File: config.mk
export PLATFORM = sky130hd
export DESIGN_NAME = dg2_face_record_validator_unit_flat
export DESIGN_NICKNAME = d
export VERILOG_FILES = /design/src/rtl/dg2frv_pkg.sv /design/src/rtl/dg2frv_req_if.sv /design/src/rtl/dg2frv_rsp_if.sv /design/src/rtl/dg2frv_csr_if.sv /design/src/rtl/dg2frv_regs.sv /design/src/rtl/dg2frv_parser.sv /design/src/rtl/dg2_face_record_validator_unit.sv /design/src/flat_wrapper.sv
export VERILOG_INCLUDE_DIRS = /design/src /design/src/rtl
export SDC_FILE = /design/constraint.sdc
export NUM_CORES = 2
export LEC_CHECK = 0
export ABC_AREA = 1
export BUFFER_PORTS_ARGS = -buffer_cell sky130_fd_sc_hd__buf_2
export CAP_MARGIN = 20
export CORE_MARGIN = 2
export CORE_UTILIZATION = 58
export CTS_CLUSTER_SIZE = 14
export DETAILED_ROUTE_END_ITERATION = 8
export PLACE_DENSITY = 0.78
export SLEW_MARGIN = 20
export SYNTH_ARGS = -nofsm -noshare
export SYNTH_HDL_FRONTEND = slang
export SYNTH_SLANG_ARGS = --single-unit
File: constraint.sdc
create_clock -name clock -period 7.4 [get_ports clock]
set_input_delay 1.11 -clock clock [delete_from_list [all_inputs] [get_ports clock]]
set_output_delay 1.11 -clock clock [all_outputs]
set_load 0.01 [all_outputs]
File: src/rtl/dg2_face_record_validator_unit_defines.svh
// Assertion macros used by the face record validator parser.
// Included by the parser, which checks its own control logic.
`ifndef DG2_FACE_RECORD_VALIDATOR_UNIT_DEFINES_SVH
`define DG2_FACE_RECORD_VALIDATOR_UNIT_DEFINES_SVH
`define DG2_ASSERT_IMPL(label, clk, rst, ante, cons) \
   label: assert property (@(posedge clk) disable iff (rst) (ante) |-> (cons)) \
      else $error("assertion failed");
`define DG2_ASSERT_NEXT(label, clk, rst, ante, cons) \
   label: assert property (@(posedge clk) disable iff (rst) (ante) |=> (cons)) \
      else $error("assertion failed");
`endif

File: src/rtl/dg2frv_pkg.sv
// Types and constants for the DG2 face record validator.
// No dependencies.
package dg2frv_pkg;
   localparam logic [5:0] PH_T75 = 6'd0, PH_T7F_A = 6'd1, PH_T61 = 6'd2, PH_T02 = 6'd3,
      PH_INST = 6'd4, PH_T7F_B = 6'd5, PH_T60 = 6'd6, PH_TA1 = 6'd7, PH_CB_TAG = 6'd8,
      PH_CB_VAL = 6'd9, PH_CB_SKIP = 6'd10, PH_T5F = 6'd11, PH_T2E = 6'd12,
      PH_FAC = 6'd13, PH_VER = 6'd14, PH_RLEN = 6'd15, PH_NIMG = 6'd16,
      PH_NFEAT = 6'd17, PH_FATTR = 6'd18, PH_FSKIP = 6'd19, PH_FTYPE = 6'd20,
      PH_ITYPE = 6'd21, PH_DIM = 6'd22, PH_IINFO = 6'd23, PH_SIG = 6'd24,
      PH_DONE = 6'd25, PH_ERR = 6'd26, PH_LEN1 = 6'd27, PH_LENX = 6'd28;
   localparam logic [2:0] LC_75 = 3'd0, LC_7F61 = 3'd1, LC_INST = 3'd2, LC_7F60 = 3'd3,
      LC_A1 = 3'd4, LC_CB = 3'd5, LC_5F2E = 3'd6;
   localparam logic [4:0] ERR_NONE = 5'd0, ERR_TRUNC = 5'd1, ERR_TAG = 5'd2,
      ERR_LFORM = 5'd3, ERR_INST = 5'd4, ERR_PATRON = 5'd5, ERR_BTYPE = 5'd6,
      ERR_OWNER = 5'd7, ERR_FTYPE = 5'd8, ERR_MISSING = 5'd9, ERR_FMTID = 5'd10,
      ERR_VER = 5'd11, ERR_RLEN = 5'd12, ERR_NIMG = 5'd13, ERR_FRONTAL = 5'd14,
      ERR_IMGTYPE = 5'd15, ERR_DIM = 5'd16, ERR_SIG = 5'd17, ERR_HDR = 5'd18;
   localparam logic [1:0] CSR_WIDTH_MIN = 2'd0, CSR_WIDTH_MAX = 2'd1,
      CSR_HEIGHT_MIN = 2'd2, CSR_HEIGHT_MAX = 2'd3;
   localparam logic [63:0] JP2_SIGNATURE = 64'h0000000C6A502020;
   localparam logic [31:0] FAC_ID = 32'h46414300;
   localparam logic [31:0] VER_ID = 32'h30313000;

   typedef struct packed {
      logic [7:0] data_byte;
      logic       last_byte;
   } req_type;

   typedef struct packed {
      logic        valid_res;
      logic [4:0]  error_code;
      logic [15:0] image_width;
      logic [15:0] image_height;
      logic [31:0] image_offset;
      logic [31:0] image_length;
   } rsp_type;

   typedef struct packed {
      logic [7:0]  index;
      logic [15:0] data;
   } csr_type;

   typedef struct packed {
      logic [15:0] width_min;
      logic [15:0] width_max;
      logic [15:0] height_min;
      logic [15:0] height_max;
   } limits_type;
endpackage

File: src/rtl/dg2frv_req_if.sv
// Request channel interface (valid/ready) for the DG2 face record validator.
// Depends on dg2frv_pkg.
interface dg2frv_req_if;
   logic                valid;
   logic                ready;
   dg2frv_pkg::req_type payload;
   modport source (output valid, output payload, input ready);
   modport sink (input valid, input payload, output ready);
endinterface

File: src/rtl/dg2frv_rsp_if.sv
// Result channel interface for the DG2 face record validator.
// Depends on dg2frv_pkg.
interface dg2frv_rsp_if;
   logic                valid;
   logic                ready;
   dg2frv_pkg::rsp_type payload;
   modport source (output valid, output payload, input ready);
   modport sink (input valid, input payload, output ready);
endinterface

File: src/rtl/dg2frv_csr_if.sv
// Register write channel interface for the DG2 face record validator.
// Depends on dg2frv_pkg.
interface dg2frv_csr_if;
   logic                valid;
   logic                ready;
   dg2frv_pkg::csr_type payload;
   modport source (output valid, output payload, input ready);
   modport sink (input valid, input payload, output ready);
endinterface

File: src/rtl/dg2frv_regs.sv
// Limit registers written through the register channel.
// Depends on dg2frv_pkg.
module dg2frv_regs (
   input  logic                   clock,
   input  logic                   reset,
   input  logic                   wr_en,
   input  dg2frv_pkg::csr_type    wr,
   output dg2frv_pkg::limits_type limits
);
   dg2frv_pkg::limits_type lim_ff;

   always_ff @(posedge clock) begin
      if (reset) begin
         lim_ff.width_min  <= 16'd240;
         lim_ff.width_max  <= 16'd1024;
         lim_ff.height_min <= 16'd320;
         lim_ff.height_max <= 16'd1024;
      end else if (wr_en && wr.index[7:2] == 6'd0) begin
         unique case (wr.index[1:0])
            dg2frv_pkg::CSR_WIDTH_MIN:  lim_ff.width_min  <= wr.data;
            dg2frv_pkg::CSR_WIDTH_MAX:  lim_ff.width_max  <= wr.data;
            dg2frv_pkg::CSR_HEIGHT_MIN: lim_ff.height_min <= wr.data;
            default:                    lim_ff.height_max <= wr.data;
         endcase
      end
   end

   assign limits = lim_ff;
endmodule

File: src/rtl/dg2frv_parser.sv
// Byte parser: walks the TLV frame and face record, one byte per step.
// Depends on dg2frv_pkg and the assertion macro header.
`include "dg2_face_record_validator_unit_defines.svh"
module dg2frv_parser #(
   parameter int SIGNATURE_SPAN    = 20,
   parameter int MAX_LENGTH_OCTETS = 4
) (
   input  logic                   clock,
   input  logic                   reset,
   input  logic                   step,
   input  dg2frv_pkg::req_type    req,
   input  dg2frv_pkg::limits_type limits,
   output dg2frv_pkg::rsp_type    verdict
);
   localparam int WinW = $clog2(SIGNATURE_SPAN + 8);
   localparam logic [WinW-1:0] WinEnd = WinW'(SIGNATURE_SPAN + 7);
   localparam logic [WinW-1:0] WinMin = WinW'(8);

   logic [5:0]  phase_ff, phase_in;
   logic [2:0]  ctx_ff, ctx_in;
   logic [31:0] pos_ff, pos_in;
   logic [31:0] acc_ff, acc_in;
   logic [2:0]  oct_ff, oct_in;
   logic [3:0]  cnt_ff, cnt_in;
   logic [32:0] hend_ff, hend_in;
   logic [3:0]  seen_ff, seen_in;
   logic [7:0]  tag_ff, tag_in;
   logic [7:0]  hold_ff, hold_in;
   logic [31:0] rlen_ff, rlen_in;
   logic [31:0] rstart_ff, rstart_in;
   logic [31:0] skip_ff, skip_in;
   logic [15:0] wid_ff, wid_in;
   logic [15:0] hgt_ff, hgt_in;
   logic [63:0] win_ff, win_in;
   logic [WinW-1:0] woc_ff, woc_in;
   logic [4:0]  err_ff, err_in;
   logic [31:0] ioff_ff, ioff_in;
   logic [31:0] ilen_ff, ilen_in;

   logic [7:0]  b;
   logic [31:0] after;
   logic        ld_go;
   logic [31:0] ld_len;
   logic        cbn_go;
   logic [3:0]  cbn_seen;
   logic [4:0]  fail_code;
   logic        fail_go;
   logic [31:0] acc_sh;
   logic [31:0] hdr;
   logic [15:0] cbv;
   logic        cb_need2;
   logic [63:0] win_sh;
   logic [WinW-1:0] woc_inc;
   logic [5:0]  ph;
   logic [4:0]  code;
   logic [6:0]  lform;

   always_comb begin
      b = req.data_byte;
      after = pos_ff + 32'd1;
      acc_sh = {acc_ff[23:0], b};
      hdr = after - rstart_ff;
      win_sh = {win_ff[55:0], b};
      woc_inc = woc_ff + WinW'(1);
      cb_need2 = (tag_ff != 8'h81);
      cbv = cb_need2 ? {hold_ff, b} : {8'h00, b};
      lform = b[6:0];

      phase_in = phase_ff; ctx_in = ctx_ff; pos_in = after; acc_in = acc_ff;
      oct_in = oct_ff; cnt_in = cnt_ff; hend_in = hend_ff; seen_in = seen_ff;
      tag_in = tag_ff; hold_in = hold_ff; rlen_in = rlen_ff; rstart_in = rstart_ff;
      skip_in = skip_ff; wid_in = wid_ff; hgt_in = hgt_ff; win_in = win_ff;
      woc_in = woc_ff; err_in = err_ff; ioff_in = ioff_ff; ilen_in = ilen_ff;
      ld_go = 1'b0; ld_len = 32'd0; cbn_go = 1'b0; cbn_seen = seen_ff;
      fail_go = 1'b0; fail_code = dg2frv_pkg::ERR_NONE;

      unique case (phase_ff)
         dg2frv_pkg::PH_T75: begin
            if (b != 8'h75) begin fail_go = 1'b1; fail_code = dg2frv_pkg::ERR_TAG; end
            else begin ctx_in = dg2frv_pkg::LC_75; phase_in = dg2frv_pkg::PH_LEN1; end
         end
         dg2frv_pkg::PH_T7F_A, dg2frv_pkg::PH_T7F_B: begin
            if (b != 8'h7F) begin fail_go = 1'b1; fail_code = dg2frv_pkg::ERR_TAG; end
            else phase_in = phase_ff + 6'd1;
         end
         dg2frv_pkg::PH_T61: begin
            if (b != 8'h61) begin fail_go = 1'b1; fail_code = dg2frv_pkg::ERR_TAG; end
            else begin ctx_in = dg2frv_pkg::LC_7F61; phase_in = dg2frv_pkg::PH_LEN1; end
         end
         dg2frv_pkg::PH_T02: begin
            if (b != 8'h02) begin fail_go = 1'b1; fail_code = dg2frv_pkg::ERR_TAG; end
            else begin ctx_in = dg2frv_pkg::LC_INST; phase_in = dg2frv_pkg::PH_LEN1; end
         end
         dg2frv_pkg::PH_INST: begin
            if (b != 8'h01) begin fail_go = 1'b1; fail_code = dg2frv_pkg::ERR_INST; end
            else phase_in = dg2frv_pkg::PH_T7F_B;
         end
         dg2frv_pkg::PH_T60: begin
            if (b != 8'h60) begin fail_go = 1'b1; fail_code = dg2frv_pkg::ERR_TAG; end
            else begin ctx_in = dg2frv_pkg::LC_7F60; phase_in = dg2frv_pkg::PH_LEN1; end
         end
         dg2frv_pkg::PH_TA1: begin
            if (b != 8'hA1) begin fail_go = 1'b1; fail_code = dg2frv_pkg::ERR_TAG; end
            else begin ctx_in = dg2frv_pkg::LC_A1; phase_in = dg2frv_pkg::PH_LEN1; end
         end
         dg2frv_pkg::PH_CB_TAG: begin
            tag_in = b; ctx_in = dg2frv_pkg::LC_CB; phase_in = dg2frv_pkg::PH_LEN1;
         end
         dg2frv_pkg::PH_CB_VAL: begin
            if (cnt_ff == 4'd0) hold_in = b;
            cnt_in = cnt_ff + 4'd1;
            if (!cb_need2 || cnt_ff != 4'd0) begin
               priority case (tag_ff)
                  8'h80: if (cbv != 16'h0101) begin
                     fail_go = 1'b1; fail_code = dg2frv_pkg::ERR_PATRON;
                  end else begin cbn_go = 1'b1; cbn_seen = seen_ff | 4'b0001; end
                  8'h81: if (cbv != 16'h0002) begin
                     fail_go = 1'b1; fail_code = dg2frv_pkg::ERR_BTYPE;
                  end else begin cbn_go = 1'b1; cbn_seen = seen_ff | 4'b0010; end
                  8'h87: if (cbv != 16'h0101) begin
                     fail_go = 1'b1; fail_code = dg2frv_pkg::ERR_OWNER;
                  end else begin cbn_go = 1'b1; cbn_seen = seen_ff | 4'b0100; end
                  default: if (cbv != 16'h0008) begin
                     fail_go = 1'b1; fail_code = dg2frv_pkg::ERR_FTYPE;
                  end else begin cbn_go = 1'b1; cbn_seen = seen_ff | 4'b1000; end
               endcase
            end
         end
         dg2frv_pkg::PH_CB_SKIP: begin
            skip_in = skip_ff - 32'd1;
            if (skip_ff == 32'd1) cbn_go = 1'b1;
         end
         dg2frv_pkg::PH_T5F: begin
            if (b != 8'h5F) begin fail_go = 1'b1; fail_code = dg2frv_pkg::ERR_TAG; end
            else phase_in = dg2frv_pkg::PH_T2E;
         end
         dg2frv_pkg::PH_T2E: begin
            if (b != 8'h2E) begin fail_go = 1'b1; fail_code = dg2frv_pkg::ERR_TAG; end
            else begin ctx_in = dg2frv_pkg::LC_5F2E; phase_in = dg2frv_pkg::PH_LEN1; end
         end
         dg2frv_pkg::PH_FAC, dg2frv_pkg::PH_VER: begin
            if ((phase_ff == dg2frv_pkg::PH_FAC &&
                 b != dg2frv_pkg::FAC_ID[8*(3-cnt_ff[1:0]) +: 8]) ||
                (phase_ff == dg2frv_pkg::PH_VER &&
                 b != dg2frv_pkg::VER_ID[8*(3-cnt_ff[1:0]) +: 8])) begin
               fail_go = 1'b1;
               fail_code = (phase_ff == dg2frv_pkg::PH_FAC) ? dg2frv_pkg::ERR_FMTID
                                                            : dg2frv_pkg::ERR_VER;
            end else begin
               cnt_in = cnt_ff + 4'd1;
               if (cnt_ff == 4'd3) begin
                  cnt_in = 4'd0;
                  if (phase_ff == dg2frv_pkg::PH_FAC) phase_in = dg2frv_pkg::PH_VER;
                  else begin acc_in = 32'd0; phase_in = dg2frv_pkg::PH_RLEN; end
               end
            end
         end
         dg2frv_pkg::PH_RLEN: begin
            acc_in = acc_sh; cnt_in = cnt_ff + 4'd1;
            if (cnt_ff == 4'd3) begin
               if (acc_sh != rlen_ff) begin fail_go = 1'b1; fail_code = dg2frv_pkg::ERR_RLEN; end
               else begin cnt_in = 4'd0; acc_in = 32'd0; phase_in = dg2frv_pkg::PH_NIMG; end
            end
         end
         dg2frv_pkg::PH_NIMG: begin
            acc_in = acc_sh; cnt_in = cnt_ff + 4'd1;
            if (cnt_ff == 4'd1) begin
               if (acc_sh != 32'd1) begin fail_go = 1'b1; fail_code = dg2frv_pkg::ERR_NIMG; end
               else begin cnt_in = 4'd0; acc_in = 32'd0; phase_in = dg2frv_pkg::PH_NFEAT; end
            end
         end
         dg2frv_pkg::PH_NFEAT: begin
            acc_in = acc_sh; cnt_in = cnt_ff + 4'd1;
            if (cnt_ff == 4'd1) begin
               skip_in = {13'd0, acc_sh[15:0], 3'd0};
               cnt_in = 4'd0; phase_in = dg2frv_pkg::PH_FATTR;
            end
         end
         dg2frv_pkg::PH_FATTR: begin
            cnt_in = cnt_ff + 4'd1;
            if (cnt_ff == 4'd13)
               phase_in = (skip_ff == 32'd0) ? dg2frv_pkg::PH_FTYPE : dg2frv_pkg::PH_FSKIP;
         end
         dg2frv_pkg::PH_FSKIP: begin
            skip_in = skip_ff - 32'd1;
            if (skip_ff == 32'd1) phase_in = dg2frv_pkg::PH_FTYPE;
         end
         dg2frv_pkg::PH_FTYPE: begin
            if (b != 8'h01) begin fail_go = 1'b1; fail_code = dg2frv_pkg::ERR_FRONTAL; end
            else phase_in = dg2frv_pkg::PH_ITYPE;
         end
         dg2frv_pkg::PH_ITYPE: begin
            if (b != 8'h02) begin fail_go = 1'b1; fail_code = dg2frv_pkg::ERR_IMGTYPE; end
            else begin cnt_in = 4'd0; phase_in = dg2frv_pkg::PH_DIM; end
         end
         dg2frv_pkg::PH_DIM: begin
            priority case (cnt_ff)
               4'd0: wid_in = {b, 8'h00};
               4'd1: wid_in = {wid_ff[15:8], b};
               4'd2: hgt_in = {b, 8'h00};
               default: hgt_in = {hgt_ff[15:8], b};
            endcase
            cnt_in = cnt_ff + 4'd1;
            if (cnt_ff == 4'd3) begin
               if (wid_ff < limits.width_min || wid_ff > limits.width_max ||
                   {hgt_ff[15:8], b} < limits.height_min ||
                   {hgt_ff[15:8], b} > limits.height_max) begin
                  fail_go = 1'b1; fail_code = dg2frv_pkg::ERR_DIM;
               end else begin cnt_in = 4'd0; phase_in = dg2frv_pkg::PH_IINFO; end
            end
         end
         dg2frv_pkg::PH_IINFO: begin
            cnt_in = cnt_ff + 4'd1;
            if (cnt_ff == 4'd3) begin
               if (hdr > rlen_ff) begin fail_go = 1'b1; fail_code = dg2frv_pkg::ERR_HDR; end
               else begin
                  ioff_in = after; ilen_in = rlen_ff - hdr;
                  win_in = 64'd0; woc_in = '0; phase_in = dg2frv_pkg::PH_SIG;
               end
            end
         end
         dg2frv_pkg::PH_SIG: begin
            win_in = win_sh; woc_in = woc_inc;
            if (woc_inc >= WinMin && win_sh == dg2frv_pkg::JP2_SIGNATURE)
               phase_in = dg2frv_pkg::PH_DONE;
            else if (woc_inc >= WinEnd) begin
               fail_go = 1'b1; fail_code = dg2frv_pkg::ERR_SIG;
            end
         end
         dg2frv_pkg::PH_LEN1: begin
            if (!b[7]) begin ld_go = 1'b1; ld_len = {24'd0, b}; end
            else if (lform == 7'd0 || lform > 7'(MAX_LENGTH_OCTETS)) begin
               fail_go = 1'b1; fail_code = dg2frv_pkg::ERR_LFORM;
            end else begin
               oct_in = lform[2:0]; acc_in = 32'd0; phase_in = dg2frv_pkg::PH_LENX;
            end
         end
         dg2frv_pkg::PH_LENX: begin
            acc_in = acc_sh; oct_in = oct_ff - 3'd1;
            if (oct_ff == 3'd1) begin ld_go = 1'b1; ld_len = acc_sh; end
         end
         default: ;
      endcase

      if (ld_go) begin
         unique case (ctx_ff)
            dg2frv_pkg::LC_75:   phase_in = dg2frv_pkg::PH_T7F_A;
            dg2frv_pkg::LC_7F61: phase_in = dg2frv_pkg::PH_T02;
            dg2frv_pkg::LC_INST: begin
               if (ld_len != 32'd1) begin fail_go = 1'b1; fail_code = dg2frv_pkg::ERR_INST; end
               else phase_in = dg2frv_pkg::PH_INST;
            end
            dg2frv_pkg::LC_7F60: phase_in = dg2frv_pkg::PH_TA1;
            dg2frv_pkg::LC_A1: begin
               hend_in = {1'b0, after} + {1'b0, ld_len};
               cbn_seen = 4'd0; cbn_go = 1'b1;
            end
            dg2frv_pkg::LC_CB: begin
               cnt_in = 4'd0;
               priority case (tag_ff)
                  8'h80: if (ld_len != 32'd2) begin
                     fail_go = 1'b1; fail_code = dg2frv_pkg::ERR_PATRON;
                  end else phase_in = dg2frv_pkg::PH_CB_VAL;
                  8'h81: if (ld_len != 32'd1) begin
                     fail_go = 1'b1; fail_code = dg2frv_pkg::ERR_BTYPE;
                  end else phase_in = dg2frv_pkg::PH_CB_VAL;
                  8'h87: if (ld_len != 32'd2) begin
                     fail_go = 1'b1; fail_code = dg2frv_pkg::ERR_OWNER;
                  end else phase_in = dg2frv_pkg::PH_CB_VAL;
                  8'h88: if (ld_len != 32'd2) begin
                     fail_go = 1'b1; fail_code = dg2frv_pkg::ERR_FTYPE;
                  end else phase_in = dg2frv_pkg::PH_CB_VAL;
                  default: begin
                     skip_in = ld_len;
                     if (ld_len == 32'd0) cbn_go = 1'b1;
                     else phase_in = dg2frv_pkg::PH_CB_SKIP;
                  end
               endcase
            end
            default: begin
               rlen_in = ld_len; rstart_in = after; cnt_in = 4'd0;
               phase_in = dg2frv_pkg::PH_FAC;
            end
         endcase
      end

      if (cbn_go) begin
         seen_in = cbn_seen;
         if ({1'b0, after} < hend_in) phase_in = dg2frv_pkg::PH_CB_TAG;
         else if (cbn_seen != 4'hF) begin
            fail_go = 1'b1; fail_code = dg2frv_pkg::ERR_MISSING;
         end else phase_in = dg2frv_pkg::PH_T5F;
      end

      if (fail_go) begin
         if (err_ff == dg2frv_pkg::ERR_NONE) err_in = fail_code;
         phase_in = dg2frv_pkg::PH_ERR;
      end

      ph = phase_in;
      if (err_in != dg2frv_pkg::ERR_NONE) code = err_in;
      else if (ph == dg2frv_pkg::PH_DONE) code = dg2frv_pkg::ERR_NONE;
      else if (ph == dg2frv_pkg::PH_SIG) code = dg2frv_pkg::ERR_SIG;
      else code = dg2frv_pkg::ERR_TRUNC;
      verdict.valid_res = (code == dg2frv_pkg::ERR_NONE);
      verdict.error_code = code;
      verdict.image_width = wid_in;
      verdict.image_height = hgt_in;
      verdict.image_offset = ioff_in;
      verdict.image_length = ilen_in;
   end

   always_ff @(posedge clock) begin
      if (reset || (step && req.last_byte)) begin
         phase_ff <= dg2frv_pkg::PH_T75; ctx_ff <= dg2frv_pkg::LC_75; pos_ff <= '0;
         acc_ff <= '0; oct_ff <= '0; cnt_ff <= '0; hend_ff <= '0; seen_ff <= '0;
         tag_ff <= '0; hold_ff <= '0; rlen_ff <= '0; rstart_ff <= '0; skip_ff <= '0;
         wid_ff <= '0; hgt_ff <= '0; win_ff <= '0; woc_ff <= '0; err_ff <= '0;
         ioff_ff <= '0; ilen_ff <= '0;
      end else if (step) begin
         phase_ff <= phase_in; ctx_ff <= ctx_in; pos_ff <= pos_in; acc_ff <= acc_in;
         oct_ff <= oct_in; cnt_ff <= cnt_in; hend_ff <= hend_in; seen_ff <= seen_in;
         tag_ff <= tag_in; hold_ff <= hold_in; rlen_ff <= rlen_in; rstart_ff <= rstart_in;
         skip_ff <= skip_in; wid_ff <= wid_in; hgt_ff <= hgt_in; win_ff <= win_in;
         woc_ff <= woc_in; err_ff <= err_in; ioff_ff <= ioff_in; ilen_ff <= ilen_in;
      end
   end

   `DG2_ASSERT_IMPL(a_err_phase, clock, reset, err_ff != dg2frv_pkg::ERR_NONE,
      phase_ff == dg2frv_pkg::PH_ERR)
   `DG2_ASSERT_IMPL(a_err_range, clock, reset, 1'b1, err_ff <= dg2frv_pkg::ERR_HDR)
   `DG2_ASSERT_NEXT(a_restart, clock, reset, step && req.last_byte,
      phase_ff == dg2frv_pkg::PH_T75 && pos_ff == 32'd0)
endmodule

File: src/rtl/dg2_face_record_validator_unit.sv
// Channel | Dir | Payload
// req     | in  | data_byte[7:0], last_byte
// rsp     | out | valid_res, error_code[4:0], image_width/height, image_offset/length
// csr     | in  | index[7:0], data[15:0] (0 width_min .. 3 height_max)
// One byte per cycle while input is not stalled; each byte is parsed in the cycle it is accepted and the
// verdict for a last byte lands in the output register on that edge.
// A full output register stalls input only when it is not being drained.
// Synchronous reset restores the limit defaults and restarts the parser.
module dg2_face_record_validator_unit #(
   parameter int SIGNATURE_SPAN    = 20,
   parameter int MAX_LENGTH_OCTETS = 4
) (
   input logic clock,
   input logic reset,
   dg2frv_req_if.sink   req,
   dg2frv_rsp_if.source rsp,
   dg2frv_csr_if.sink   csr
);
   dg2frv_pkg::limits_type limits;
   dg2frv_pkg::rsp_type    verdict;
   dg2frv_pkg::rsp_type    rsp_ff;
   logic                   rsp_valid_ff;
   logic                   step;

   assign req.ready = !rsp_valid_ff || rsp.ready;
   assign step = req.valid && req.ready;
   assign csr.ready = 1'b1;

   dg2frv_regs u_regs (
      .clock(clock), .reset(reset), .wr_en(csr.valid), .wr(csr.payload), .limits(limits)
   );

   dg2frv_parser #(
      .SIGNATURE_SPAN(SIGNATURE_SPAN), .MAX_LENGTH_OCTETS(MAX_LENGTH_OCTETS)
   ) u_parser (
      .clock(clock), .reset(reset), .step(step), .req(req.payload),
      .limits(limits), .verdict(verdict)
   );

   always_ff @(posedge clock) begin
      if (reset) rsp_valid_ff <= 1'b0;
      else if (step && req.payload.last_byte) rsp_valid_ff <= 1'b1;
      else if (rsp.ready) rsp_valid_ff <= 1'b0;
   end

   always_ff @(posedge clock) begin
      if (step && req.payload.last_byte) rsp_ff <= verdict;
   end

   assign rsp.valid = rsp_valid_ff;
   assign rsp.payload = rsp_ff;
endmodule

File: src/flat_wrapper.sv
// flat-port wrapper written by rule: the top's interface ports become plain ports
module dg2_face_record_validator_unit_flat 
#(
   parameter int SIGNATURE_SPAN    = 20,
   parameter int MAX_LENGTH_OCTETS = 4
)
  (clock, reset, req_valid, req_payload, req_ready, rsp_valid, rsp_payload, rsp_ready, csr_valid, csr_payload, csr_ready);
  dg2frv_req_if req_i ();
  dg2frv_rsp_if rsp_i ();
  dg2frv_csr_if csr_i ();
  input logic clock;
  input logic reset;
  input wire logic [$bits(req_i.valid)-1:0] req_valid;
  input wire logic [$bits(req_i.payload)-1:0] req_payload;
  output wire logic [$bits(req_i.ready)-1:0] req_ready;
  output wire logic [$bits(rsp_i.valid)-1:0] rsp_valid;
  output wire logic [$bits(rsp_i.payload)-1:0] rsp_payload;
  input wire logic [$bits(rsp_i.ready)-1:0] rsp_ready;
  input wire logic [$bits(csr_i.valid)-1:0] csr_valid;
  input wire logic [$bits(csr_i.payload)-1:0] csr_payload;
  output wire logic [$bits(csr_i.ready)-1:0] csr_ready;
  assign req_i.valid = req_valid;
  assign req_i.payload = req_payload;
  assign req_ready = req_i.ready;
  assign rsp_valid = rsp_i.valid;
  assign rsp_payload = rsp_i.payload;
  assign rsp_i.ready = rsp_ready;
  assign csr_i.valid = csr_valid;
  assign csr_i.payload = csr_payload;
  assign csr_ready = csr_i.ready;
  dg2_face_record_validator_unit #(.SIGNATURE_SPAN(SIGNATURE_SPAN), .MAX_LENGTH_OCTETS(MAX_LENGTH_OCTETS)) u_core (.clock(clock), .reset(reset), .req(req_i), .rsp(rsp_i), .csr(csr_i));
endmodule
# Word level (Yosys, flattened, before mapping)
# Index checks and enable logic that the tools add are counted.
dict set report classes {
  reduce_logical 59
  n_mux 210
  n_bitwise 2
  n_eq_ne 79
  addsub 10
  n_lt_le_gt_ge 9
  n_shift 2
}
# cell count
set op_table {}
lappend op_table {{$mux W32} 11}
lappend op_table {{$mux W24} 9}
lappend op_table {{$mux W6} 36}
lappend op_table {{$pmux W6 S22} 1}
lappend op_table {{$pmux W32 S2} 2}
lappend op_table {{$pmux W24 S5} 1}
lappend op_table {{$mux W5} 23}
lappend op_table {{$mux W56} 2}
lappend op_table {{$pmux W56 S2} 1}
lappend op_table {{$mux W4} 25}
lappend op_table {{$pmux W5 S19} 1}
lappend op_table {{$eq A6 B5 Y1 const B} 13}
lappend op_table {{$mux W33} 2}
lappend op_table {{$shiftx A32 B33 Y8 const A} 2}
lappend op_table {{$eq A64 B36 Y1 const B} 1}
lappend op_table {{$logic_not A32 Y1} 2}
lappend op_table {{$ne A32 B1 Y1 const B} 2}
lappend op_table {{$pmux W16 S2} 2}
lappend op_table {{$sub A32 B32 Y32} 2}
lappend op_table {{$eq A6 B4 Y1 const B} 8}
lappend op_table {{$mux W16} 3}
lappend op_table {{$mux W1} 47}
lappend op_table {{$mux W3} 14}
lappend op_table {{$ne A8 B7 Y1 const B} 5}
lappend op_table {{other kinds (77)} 156}
dict set report totals {
  out_inout_bits 105
  elab_cells 402
  ff_bits 550
  input_bits 38
}

# Logic depth before layout (Yosys ltp)
dict set report depth {
  depth_word 20
  ltp_mapped 45
  ltp_nobuf 45
}

# Hierarchy
# From an unflattened synthesis, not the netlist that was laid out.
dict set report hier_totals {
  cells_unflattened 4713
  hier_area_um2 33616.0
}
# mod n_inst cells_per_inst area_each_um2 seq_area_each_um2
set by_module_without_submodules {}
lappend by_module_without_submodules {dg2frv_parser 1 4219 27769.1 7667.4}
lappend by_module_without_submodules {dg2_face_record_validator_unit 1 116 3149.3 3083.0}
lappend by_module_without_submodules {dg2frv_regs 1 378 2697.6 1281.2}

# Least setup slack after synthesis
# No wires, ideal clock.
dict set report synth_timing {
  path_kind {input to register}
  from {in req_payload[8]}
  to {reg u_core.rsp_ff (netlist bit u_core.rsp.payload[101]) (data pin)}
  path_stages 38
  setup_slack_ps 1935
  path_buffers 2
  arrival_time_ps 5326
  setup_ps 138
  required_time_ps 7262
  path_cell_list {buf_2 -> nor2_2 -> inv_2 -> nand2_4 -> inv_1 -> clkbuf_1 -> nor2_1 -> ha_1 -> inv_1 -> fa_1 -> inv_1 -> nand3_1 -> nand2_1 -> nand2_1 -> nand2_1 -> a31oi_1 -> o21ai_0 -> a31o_2 -> [... 2 more ...] -> nand2_1 -> o21ai_0 -> ha_1 -> a21oi_1 -> o21ai_0 -> nand2_1 -> nand3_1 -> inv_1 -> nor2_1 -> nor2_2 -> nand3_2 -> nand2_4 -> nand2_1 -> a21oi_1 -> nand2_1 -> nor2_2 -> nand2_1 -> nor2_1}
}
# element line
set synth_lines {}
lappend synth_lines {{from (decl)} flat_wrapper.sv:14} ;# input wire logic [$bits(req_i.payload)-1:0] req_payload;
lappend synth_lines {{to (signal assigned)} dg2_face_record_validator_unit.sv:47} ;# if (step && req.payload.last_byte) rsp_ff <= verdict;
lappend synth_lines {{to (decl)} dg2_face_record_validator_unit.sv:21} ;# dg2frv_pkg::rsp_type rsp_ff;

==> metrics.md <==
| Metric | Value |
|---|---|
| Clock slew at reported path FFs | `about 0.07 ns` |
| Sink Count | `550` |
| Worst skew pair latency | `0.63 ns` |
| GRT Util Overall | `34.69%` |
| Cell Pwr Density | `just over 200 mW/mm^2` |
| Synth top area cells | `dfxtp_1, edfxtp_1, nand2_1` |
| Fillers | `~5000` |
| Die width | `243.8 um` |
| Seq. cell area | `0.01203 sq mm` |
| Starting DRT DRC Count | `~3500` |
| Root Buffer | `clkbuf_16` |
| Rows | `87` |
| Peak supply drop | `0.2017 mV` |
| Top Family by Delay on Critical Path | `simple AND/OR/NAND/NOR gates` |
| Routability cong. | `1.059` |
| First-pass GRT wire length | `164800 um` |
| CTS tree | `built` |
| Setup TNS | `0 ns` |
| Final Hold Viols | `0` |
| Crit Path Max Fanout | `8` |
| Seq cells post-synth | `550` |
| CP Launch Type | `flip-flop` |
| Hold path depth | `2` |
| Post-CTS setup buffers | `0` |
| Area of the multi-input gates | `0.01832 sq mm` |
| Area growth from synthesis to layout | `10.52%` |
| Ports | `143` |
| Worst path max stage delay | `0.40 ns` |
| Most frequent cells after synthesis | `nand2_1, inv_1, nor2_1, a21oi_1, o21ai_0` |
| Final WS setup | `0.5109 ns` |
| H-Tree Depth | `2` |
| Pin count of the biggest net entering global routing | `149` |
| Crit share post-route | `93.10%` |
| Unrepaired setup endpoints after global routing | `false` |
| Total of max-cap violations | `0` |
| Max-slew violation count | `0` |
| Setup slack, reg-to-reg | `approximately 0.51 ns` |
| CP max stage cell | `ha_1` |
| Routed Antenna Nets | `0` |
| Drt total wl | `105800 um` |
| Gr ovfl total | `0` |
| Syn. warnings | `0` |
| Initial core utilization | `about three fifths` |
| CTS Buffer Depth | `3` |
| Buf/Inv on CP | `2` |
| Syn nets | `between 4000 and 5000` |
| Share of cells above drive strength 1 | `about 8.4%` |
| DR DRC count | `0` |
| Crit path DAT | `between 7 and 8 ns` |
| Tmin final | `6.889 ns` |
| Cell repeated most along the worst path | `nand2_1` |
| Pleak | `16.42 nW` |
| # setup viols final | `0` |
| Syn avg cell area | `between 7 and 8 sq um` |
| Die ar. | `0.05946 sq mm` |
| Number of global-route vias before repair | `29607` |
| Vertical die dimension | `243.8 um` |
| Worst Reg2Reg Path Length in Cells | `37` |
| Pre-CTS setup slack | `0.4898 ns` |
| Synthesized area | `0.03336 sq mm` |
| Status | `completed` |
| Vias after detailed routing | `32687` |
| Core region area | `about 0.057 sq mm` |
| Worst-margin pin slew | `1.042 ns` |
| R2R Path End | `u_core.rsp.payload[101]` |
| Clk_skew | `0.02896 ns` |
| Nets | `5053` |
| Most common cell in the synthesized netlist | `nand2_1` |
| Total number of cells along the worst setup path | `37` |
| TritonCTS Buffers | `57` |
| Pwr Total | `around 7.6 mW` |
| # port buffers | `141` |
| Worst hold margin | `0.4562 ns` |
| Async SR Flop Fraction | `0%` |
| Worst setup path endpoint | `u_core.rsp.payload[101]` |
| Core Util, Final | `65.14%` |
| Max-slew headroom | `between 30% and 40%` |
| Most used flip-flop cell after synthesis | `dfxtp_1` |
| Post-Syn Instances | `4732` |
| Max Freq | `0.1452 GHz` |
| Type of the most critical hold path | `reg -> reg` |
| Detailed Routing Iterations Pass 1 | `6` |
| Worst flop-to-flop path startpoint | `u_core.u_parser.pos_ff[2]` |
| Dpl hpwl | `76310 um` |
| Initial antenna violation count | `1` |
| Cell variety after synth | `between 60 and 70` |
| Critical path data required time | `around 7.9 ns` |
| Synth top area share | `~27%` |
| CP startpoint | `u_core.u_parser.pos_ff[2]` |
| EDFF count, synth | `~100` |
| Synth area leader | `dfxtp_1` |
| Seq/Total Area, Yosys | `between 30% and 40%` |
| Routed length per instance | `18.84 um` |
| Crit end category | `flip-flop` |
| Via/cell ratio | `5.822` |
| CP Class | `reg -> reg` |
-- layer usage --
metal / GRT usage (%) / share of wire, % / up-vias
li1: - / - / 15975
met1: 49.16 / 44 / 15163
met2: 52.31 / 43 / 1324
met3: 7.469 / 9.8 / 225
met4: 11.60 / 3.2 / 0
met5: 0 / 0 / -
-- sequential cells by signal, summed over array words and instances (netlist names), 5 cells and up --
signal	flops
u_core.u_parser.win_ff	56
u_core.u_parser.woc_ff	5
u_core.u_parser.ioff_ff	32
u_core.u_parser.rlen_ff	32
u_core.u_parser.err_ff	5
u_core.u_parser.wid_ff	16
u_core.u_regs.limits	64
u_core.u_parser.hgt_ff	16
u_core.u_parser.hend_ff	33
u_core.u_parser.ilen_ff	32
u_core.u_parser.hold_ff	8
u_core.u_parser.skip_ff	32
u_core.u_parser.tag_ff	8
u_core.u_parser.rstart_ff	32
u_core.u_parser.pos_ff	32
u_core.rsp.payload	102
u_core.u_parser.phase_ff	6
u_core.u_parser.acc_ff	24
-- cell usage in the layout (no fill, tap or decap), types with 10 or more instances in the layout --
cell type / n
clkbuf_16: 60
o22ai_1: 49
o211ai_1: 58
o21ai_0: 495
nand4_1: 51
buf_4: 78
ha_1: 203
o21ai_1: 21
clkinv_2: 12
dfxtp_1: 447
buf_2: 141
a21o_1: 11
o21bai_1: 10
or2_2: 18
nand2_1: 773
nor2_1: 538
nand3_1: 236
xor2_1: 82
edfxtp_1: 102
nor4_1: 13
nor2_2: 23
a31oi_1: 16
clkbuf_1: 13
a21oi_1: 497
a211oi_1: 36
inv_1: 590
inv_2: 10
nor3_1: 52
xnor2_1: 64
-- final cells by class --
type | count | area share (%)
Multi-Input combinational cell | 3368 | 49.68
Sequential cell | 550 | 32.63
Inverter | 609 | 6.244
Clock buffer | 77 | 4.354
Timing Repair Buffer | 223 | 3.678
Tap cell | 756 | 2.565
Clock inverter | 30 | 0.8348
Antenna cell | 1 | 0.006787
-- through the flow --
| stage | area (sq um) | instances |
|---|---|---|
| detailed placement | 34900 | 5506 |
| global route | 36870 | 5613 |
| global placement | 34900 | 5506 |
| CTS | 36810 | 5613 |
| floorplan | 33360 | 4732 |
| finish | 36870 | 5614 |
-- worst min-delay path by stage --
stage | startpoint | end | slack [ns]
final | u_core.u_regs.limits[42] | u_core.u_regs.limits[42] | 0.46
after CTS | u_core.u_regs.limits[32] | u_core.u_regs.limits[32] | 0.46
after global placement | u_core.u_regs.limits[16] | u_core.u_regs.limits[16] | 0.44
after floorplan | u_core.u_regs.limits[16] | u_core.u_regs.limits[16] | 0.42
after global routing | u_core.u_regs.limits[43] | u_core.u_regs.limits[43] | 0.47
after detailed placement | u_core.u_regs.limits[53] | u_core.u_regs.limits[53] | 0.44
-- cells by family (layout without fill, tap and decap cells) --
logic type               count (synthesis)  count (layout)  synth area share [%]
AND/OR/NAND/NOR                       1755            1755                 22.27
AO/OA/AOI/OAI                         1255            1255                 20.63
buffers and inverters                  814             939                 9.260
flip-flops                             550             550                 36.06
adder cells (fa/ha/maj)                206             206                 7.793
XOR/XNOR                               149             149                 3.912
multiplexers                             2               2               0.06001
other                                    1               2               0.01124
-- where the power goes --
group          switching (mW)  total, mW  internal (mW)
combinational           0.994       1.45          0.453
clock                    1.27       2.97           1.70
sequential             0.0663       3.22           3.16
total                    2.33       7.64           5.31
-- worst register-to-register path: cells and delay by family (launching register included) --
family,cells,cell delay (ns)
xor gates and xnor gates,2,0.49
DFF,1,0.39
buffers and inverters,2,0.30
adders and majority gates,2,0.77
AOI/OAI and AO/OA,4,0.63
and+or+nand+nor,27,4.20
-- repair_timing --
item	in CTS	in global routing
hold endpoints to repair	0	0
setup endpoints to repair	0	165
gates resized for setup	0	13
hold buffers	0	0
Note: power is estimated with default switching activity, not from simulation.
